==> src/sv/hng_pkg.sv <==
// Shared types and constants of the height-map normal generator.
// Depends on nothing; used by hng_ctrl, hng_datapath and the top level.
package hng_pkg;

   // Line store geometry.
   localparam int MAX_WIDTH   = 1024;
   localparam int COL_W       = $clog2(MAX_WIDTH);
   localparam int FW_W        = 11;
   localparam int FLAT_RADIUS = 7;
   localparam int FLAT_R2     = FLAT_RADIUS * FLAT_RADIUS;

   // Arithmetic widths.
   localparam int H_W    = 24;
   localparam int SQ_W   = 2 * H_W;
   localparam int SUM_W  = SQ_W + 2;
   localparam int ROOT_W = SUM_W / 2;
   localparam int RREM_W = ROOT_W + 2;
   localparam int DIV_W  = ROOT_W + 1;
   localparam int Q_W    = 16;
   localparam int OUT_W  = 16;
   localparam int CSR_W  = 24;
   localparam int CSR_IX_W = 3;

   // Sequencer step counts.
   localparam int SQ_STEPS   = 4;
   localparam int ROOT_STEPS = ROOT_W;
   localparam int DIV_STEPS  = Q_W;
   localparam int CNT_W      = 5;

   // Register indexes.
   localparam logic [CSR_IX_W-1:0] CSR_FRAME_WIDTH   = 3'd0;
   localparam logic [CSR_IX_W-1:0] CSR_HEIGHT_SCALE  = 3'd1;
   localparam logic [CSR_IX_W-1:0] CSR_GRID_SPACING  = 3'd2;
   localparam logic [CSR_IX_W-1:0] CSR_FLAT_ENABLE   = 3'd3;
   localparam logic [CSR_IX_W-1:0] CSR_FLAT_CENTER_X = 3'd4;
   localparam logic [CSR_IX_W-1:0] CSR_FLAT_CENTER_Y = 3'd5;
   localparam logic [CSR_IX_W-1:0] CSR_FLAT_HEIGHT   = 3'd6;

   // Commands from the controller to the datapath.
   typedef struct packed {
      logic       accept;
      logic       update;
      logic       sq_en;
      logic [1:0] sq_sel;
      logic       root_init;
      logic       root_step;
      logic       div_init;
      logic       div_step;
      logic       finish;
   } cmd_type;

   // Status from the datapath to the controller.
   typedef struct packed {
      logic emit;
      logic out_free;
   } status_type;

endpackage

==> src/sv/hng_ctrl.sv <==
// Sequencing controller of the height-map normal generator.
// Depends on hng_pkg for the command and status types.
module hng_ctrl (
   input  logic                clock,
   input  logic                reset,
   input  logic                req_valid,
   output logic                req_stall,
   input  hng_pkg::status_type status,
   output hng_pkg::cmd_type    cmd
);

   localparam logic [2:0] ST_IDLE   = 3'd0;
   localparam logic [2:0] ST_UPDATE = 3'd1;
   localparam logic [2:0] ST_SQ     = 3'd2;
   localparam logic [2:0] ST_RINIT  = 3'd3;
   localparam logic [2:0] ST_ROOT   = 3'd4;
   localparam logic [2:0] ST_DINIT  = 3'd5;
   localparam logic [2:0] ST_DIV    = 3'd6;
   localparam logic [2:0] ST_DONE   = 3'd7;

   logic [2:0]                state_ff, state_in;
   logic [hng_pkg::CNT_W-1:0] cnt_ff, cnt_in;

   // Only the idle state takes a new transaction.
   assign req_stall = (state_ff != ST_IDLE);

   // Next state and commands.
   always_comb begin
      state_in = state_ff;
      cnt_in   = cnt_ff;
      cmd      = '0;
      case (state_ff)
         ST_IDLE: begin
            if (req_valid) begin
               cmd.accept = 1'b1;
               state_in   = ST_UPDATE;
            end
         end
         ST_UPDATE: begin
            cmd.update = 1'b1;
            cnt_in     = '0;
            state_in   = status.emit ? ST_SQ : ST_IDLE;
         end
         ST_SQ: begin
            cmd.sq_en  = 1'b1;
            cmd.sq_sel = cnt_ff[1:0];
            cnt_in     = cnt_ff + 1'b1;
            if (cnt_ff == hng_pkg::CNT_W'(hng_pkg::SQ_STEPS - 1)) begin
               state_in = ST_RINIT;
            end
         end
         ST_RINIT: begin
            cmd.root_init = 1'b1;
            cnt_in        = '0;
            state_in      = ST_ROOT;
         end
         ST_ROOT: begin
            cmd.root_step = 1'b1;
            cnt_in        = cnt_ff + 1'b1;
            if (cnt_ff == hng_pkg::CNT_W'(hng_pkg::ROOT_STEPS - 1)) begin
               state_in = ST_DINIT;
            end
         end
         ST_DINIT: begin
            cmd.div_init = 1'b1;
            cnt_in       = '0;
            state_in     = ST_DIV;
         end
         ST_DIV: begin
            cmd.div_step = 1'b1;
            cnt_in       = cnt_ff + 1'b1;
            if (cnt_ff == hng_pkg::CNT_W'(hng_pkg::DIV_STEPS - 1)) begin
               state_in = ST_DONE;
            end
         end
         ST_DONE: begin
            if (status.out_free) begin
               cmd.finish = 1'b1;
               state_in   = ST_IDLE;
            end
         end
         default: begin
            state_in = ST_IDLE;
         end
      endcase
   end

   // State registers.
   always_ff @(posedge clock) begin
      if (reset) begin
         state_ff <= ST_IDLE;
         cnt_ff   <= '0;
      end else begin
         state_ff <= state_in;
         cnt_ff   <= cnt_in;
      end
   end

endmodule

==> config.mk <==
export PLATFORM = sky130hd
export DESIGN_NAME = hng_ctrl
export DESIGN_NICKNAME = d
export VERILOG_FILES = /design/src/sv/hng_pkg.sv /design/src/sv/hng_ctrl.sv
export SDC_FILE = /design/constraint.sdc
export NUM_CORES = 1
export LEC_CHECK = 0
export ABC_AREA = 1
export ABC_CLOCK_PERIOD_IN_PS = 1600
export BUFFER_PORTS_ARGS = -buffer_cell sky130_fd_sc_hd__buf_2
export CAP_MARGIN = 20
export CORE_AREA = 2 2 39 41
export CTS_CLUSTER_SIZE = 25
export DETAILED_ROUTE_END_ITERATION = 12
export DIE_AREA = 0 0 41 43
export PLACE_DENSITY = 0.67
export SETUP_SLACK_MARGIN = 0.05
export SLEW_MARGIN = 0
export SYNTH_ARGS = -nofsm -noshare
export SYNTH_HDL_FRONTEND = slang
export SYNTH_SLANG_ARGS = --single-unit
==> constraint.sdc <==
create_clock -name clock -period 1.6 [get_ports clock]
set_input_delay 0.16 -clock clock [delete_from_list [all_inputs] [get_ports clock]]
set_output_delay 0.16 -clock clock [all_outputs]
set_load 0.05 [all_outputs]
==> metrics.csv <==
stage,metric,value,unit
job,max_cap_viol_count,0,
synthesis,yosysWarnings,0,
setup_path,reg2reg_slack,0.16,ns
sta,worst_pin_slew,0.2854,ns
floorplan,rows,14,
place,dp.final_hpwl,1030,microns
cts,clkTransAtPathRegs,0.06,ns
setup_path,r2r_start,cnt_ff[0]$_SDFFE_PP0P_,
synthesis,ys_ff_latch,8,
place,io_buffers,15,
place,placed_area,656.9,sq um
floorplan,pin_count,16,
sta,fin_skew,0.008854,ns
synthesis,syn_area,558.0,sq um
status,status,finished clean,
setup_path,crit_path_end,state_ff[1]$_SDFFE_PP0P_,
power_and_ir_drop,p_leak,0.3510,nW
power_and_ir_drop,finalPower,1.187,mW
setup_path,timing.rr.end,state_ff[1]$_SDFFE_PP0P_,
cells_and_area,final_core_util,50.09,%
sta,tns,0,ns
synthesis,syn_area_per_cell,6.066,sq um
grt,grt_pass1_wl,2097,microns
cells_and_area,area_growth,24.22,%
cts,cts_tree,built,
setup_path,crit_path_end_kind,flop,
setup_path,critPathKind,flop to flop,
setup_path,path_delay_family,simple AND/OR/NAND/NOR gates,
setup_path,startpoint_type,flop,
setup_path,worstSetupStartpoint,cnt_ff[0]$_SDFFE_PP0P_,
floorplan,dieWidth,41,microns
grt,grt-ovfl-total,0,
synthesis,synth_fp_nets,100,
cts,cts-root-buf,clkbuf_4,
synthesis,syn_inst,92,
cells_and_area,drive_gt1_share,30.91,%
cts,cts.sinks,8,
setup_path,arrival,1.59,ns
sta,rsz0062_at_grt,no,
routing,first_iter_violations,28,
setup_path,crit_fanout,4,
setup_path,required,1.75,ns
routing,first_pass_iters,4,
synthesis,yosys.cell_types.count,19,
sta,fmax,0.6936,GHz
place,gp_congestion,0.7817,
setup_path,crit_buf_inv,0,
sta,hold_ws,0.1625,ns
power_and_ir_drop,vdd_drop_max,0.0006232,V
setup_path,cpPeakStageDelay,0.33,ns
cells_and_area,final_cell_mix,"21 x nand2_1, 18 x nor2_1, 14 x buf_2",
routing,drc,0,
floorplan,dieArea,1763,sq um
sta,period_share,90.10,%
worst_hold_path,hold_depth,2,
sta,setup_viol_count_final,0,
routing,via_per_inst,4.905,
power_and_ir_drop,power_density,1712,nW/um^2
routing,num_vias,618,
grt,grt_pass1_vias,542,
cts,cts_buffers,3,
sta,finalHoldViolCount,0,
grt,grt_max_degree,11,
setup_path,cpMaxStageDelayCell,dfxtp_2,
cells_and_area,stdcell_area,693.2,sq um
worst_hold_path,worstHoldPathType,input port to flop,
sta,period_minus_slack,1.442,ns
grt,grtUsageTotal,18.13,%
routing,antenna_left,0,
synthesis,ys_seq_area_share,28.70,%
cells_and_area,final_common_cell,nand2_1,
cts,hold_buffers,0,
floorplan,initial_core_util,40.33,%
cts,ctsLongestPathBuffers,2,
routing,wire_per_inst,10.82,microns
cells_and_area,finalNetCount,120,
floorplan,fp.dieH,43,microns
cts,clock_latency,0.26,ns
sta,slew_violations,0,
cts,htreeDepth,1,
setup_path,cp_common_cell,nand2_1,
sta,relSlewSlack,80.85,%
floorplan,coreArea,1384,sq um
setup_path,r2r_cells,10,
setup_path,worst-path-stages,10,
cts,post-cts-setup-buffer-count,0,
cells_and_area,antenna_cells,0,
setup_path,crit_chain,"ha_2, nand2_1, nor2_1, ha_1, nor3_2, nor2_2, nand2_1, nand2_1, nand2_1, nor2_2",
grt,grt_antenna_before_repair,0,
routing,finalWirelength,1363,microns
power breakdown:
group          total, mW  internal, mW  switching (mW)
clock              0.156        0.0860          0.0704
sequential         0.301         0.245          0.0556
combinational      0.729         0.182           0.547
total               1.19         0.514           0.673
kinds of logic (layout without fill, tap and decap cells):
group	after synthesis	after routing	synth area share, %
and+or+nand+nor	57	57	43.95
buffers and inverters	16	34	12.11
AOI/OAI and AO/OA	8	8	8.517
DFF	8	8	28.70
adders and majority gates	3	3	6.727
layer usage:
metal / vias to the layer above / track usage (%) / routed length [microns] / part of all wire, %
met1: 274 / 17.86 / 575 / 42
li1: 325 / - / - / -
met5: - / 0 / 0 / 0
met4: 0 / 12.00 / 25 / 1.8
met2: 15 / 31.56 / 713 / 52
met3: 4 / 3.141 / 48 / 3.5
registers in the layout, indices dropped and copies added (netlist names):
name and flops:
cnt_ff 5, state_ff 3
worst reg2reg max path, cell delays in order, from the launching register on:
cell,delay [ns]
dfxtp_2,0.33
ha_2,0.19
nand2_1,0.08
nor2_1,0.04
ha_1,0.18
nor3_2,0.20
nor2_2,0.08
nand2_1,0.08
nand2_1,0.05
nand2_1,0.07
nor2_2,0.04
worst min path at each step:
stage / start / end
floorplan: reset / cnt_ff[1]$_SDFFE_PP0P_
global placement: reset / cnt_ff[2]$_SDFFE_PP0P_
detailed placement: reset / state_ff[0]$_SDFFE_PP0P_
CTS: reset / state_ff[0]$_SDFFE_PP0P_
global route: reset / state_ff[0]$_SDFFE_PP0P_
finish: reset / cnt_ff[0]$_SDFFE_PP0P_
layout make-up:
| cell class | count | area (sq um) |
|---|---|---|
| fillers | 155 | 690.7 |
| multi-input cells | 68 | 345.3 |
| flip-flops and latches | 8 | 163.9 |
| repair buffers | 16 | 85.08 |
| inverters | 15 | 56.30 |
| clock buffers | 3 | 22.52 |
| well taps | 16 | 20.02 |
cells in the mapped netlist:
master | n | share of area [%]
nand2_1 | 21 | 14
nor2_1 | 19 | 13
inv_1 | 11 | 7.4
dfxtp_1 | 8 | 29
nand3_1 | 8 | 7.2
a21oi_1 | 5 | 4.5
ha_1 | 3 | 6.7
inv_2 | 3 | 2.0
nor2_2 | 3 | 3.4
nand4_1 | 2 | 2.2
a211oi_2 | 1 | 2.2
buf_6 | 1 | 2.0
clkinv_1 | 1 | 0.67
nand2_2 | 1 | 1.1
nor3_1 | 1 | 0.90
o21ai_0 | 1 | 0.90
o21ai_1 | 1 | 0.90
or2_1 | 1 | 1.1
or2_2 | 1 | 1.1
through the flow:
step	setup slack, ns	std cells
after floorplan	0.1282	92
after global placement	0.1760	123
after detailed placement	0.1054	123
after CTS	0.08994	126
after global routing	0.06040	126
final	0.1583	126
repair_timing:
action	4_1_cts	5_1_grt
hold endpoints to repair	0	0
setup endpoints to repair	0	7
gates resized for setup	0	6
No activity file was read; power rests on OpenSTA's default activity.
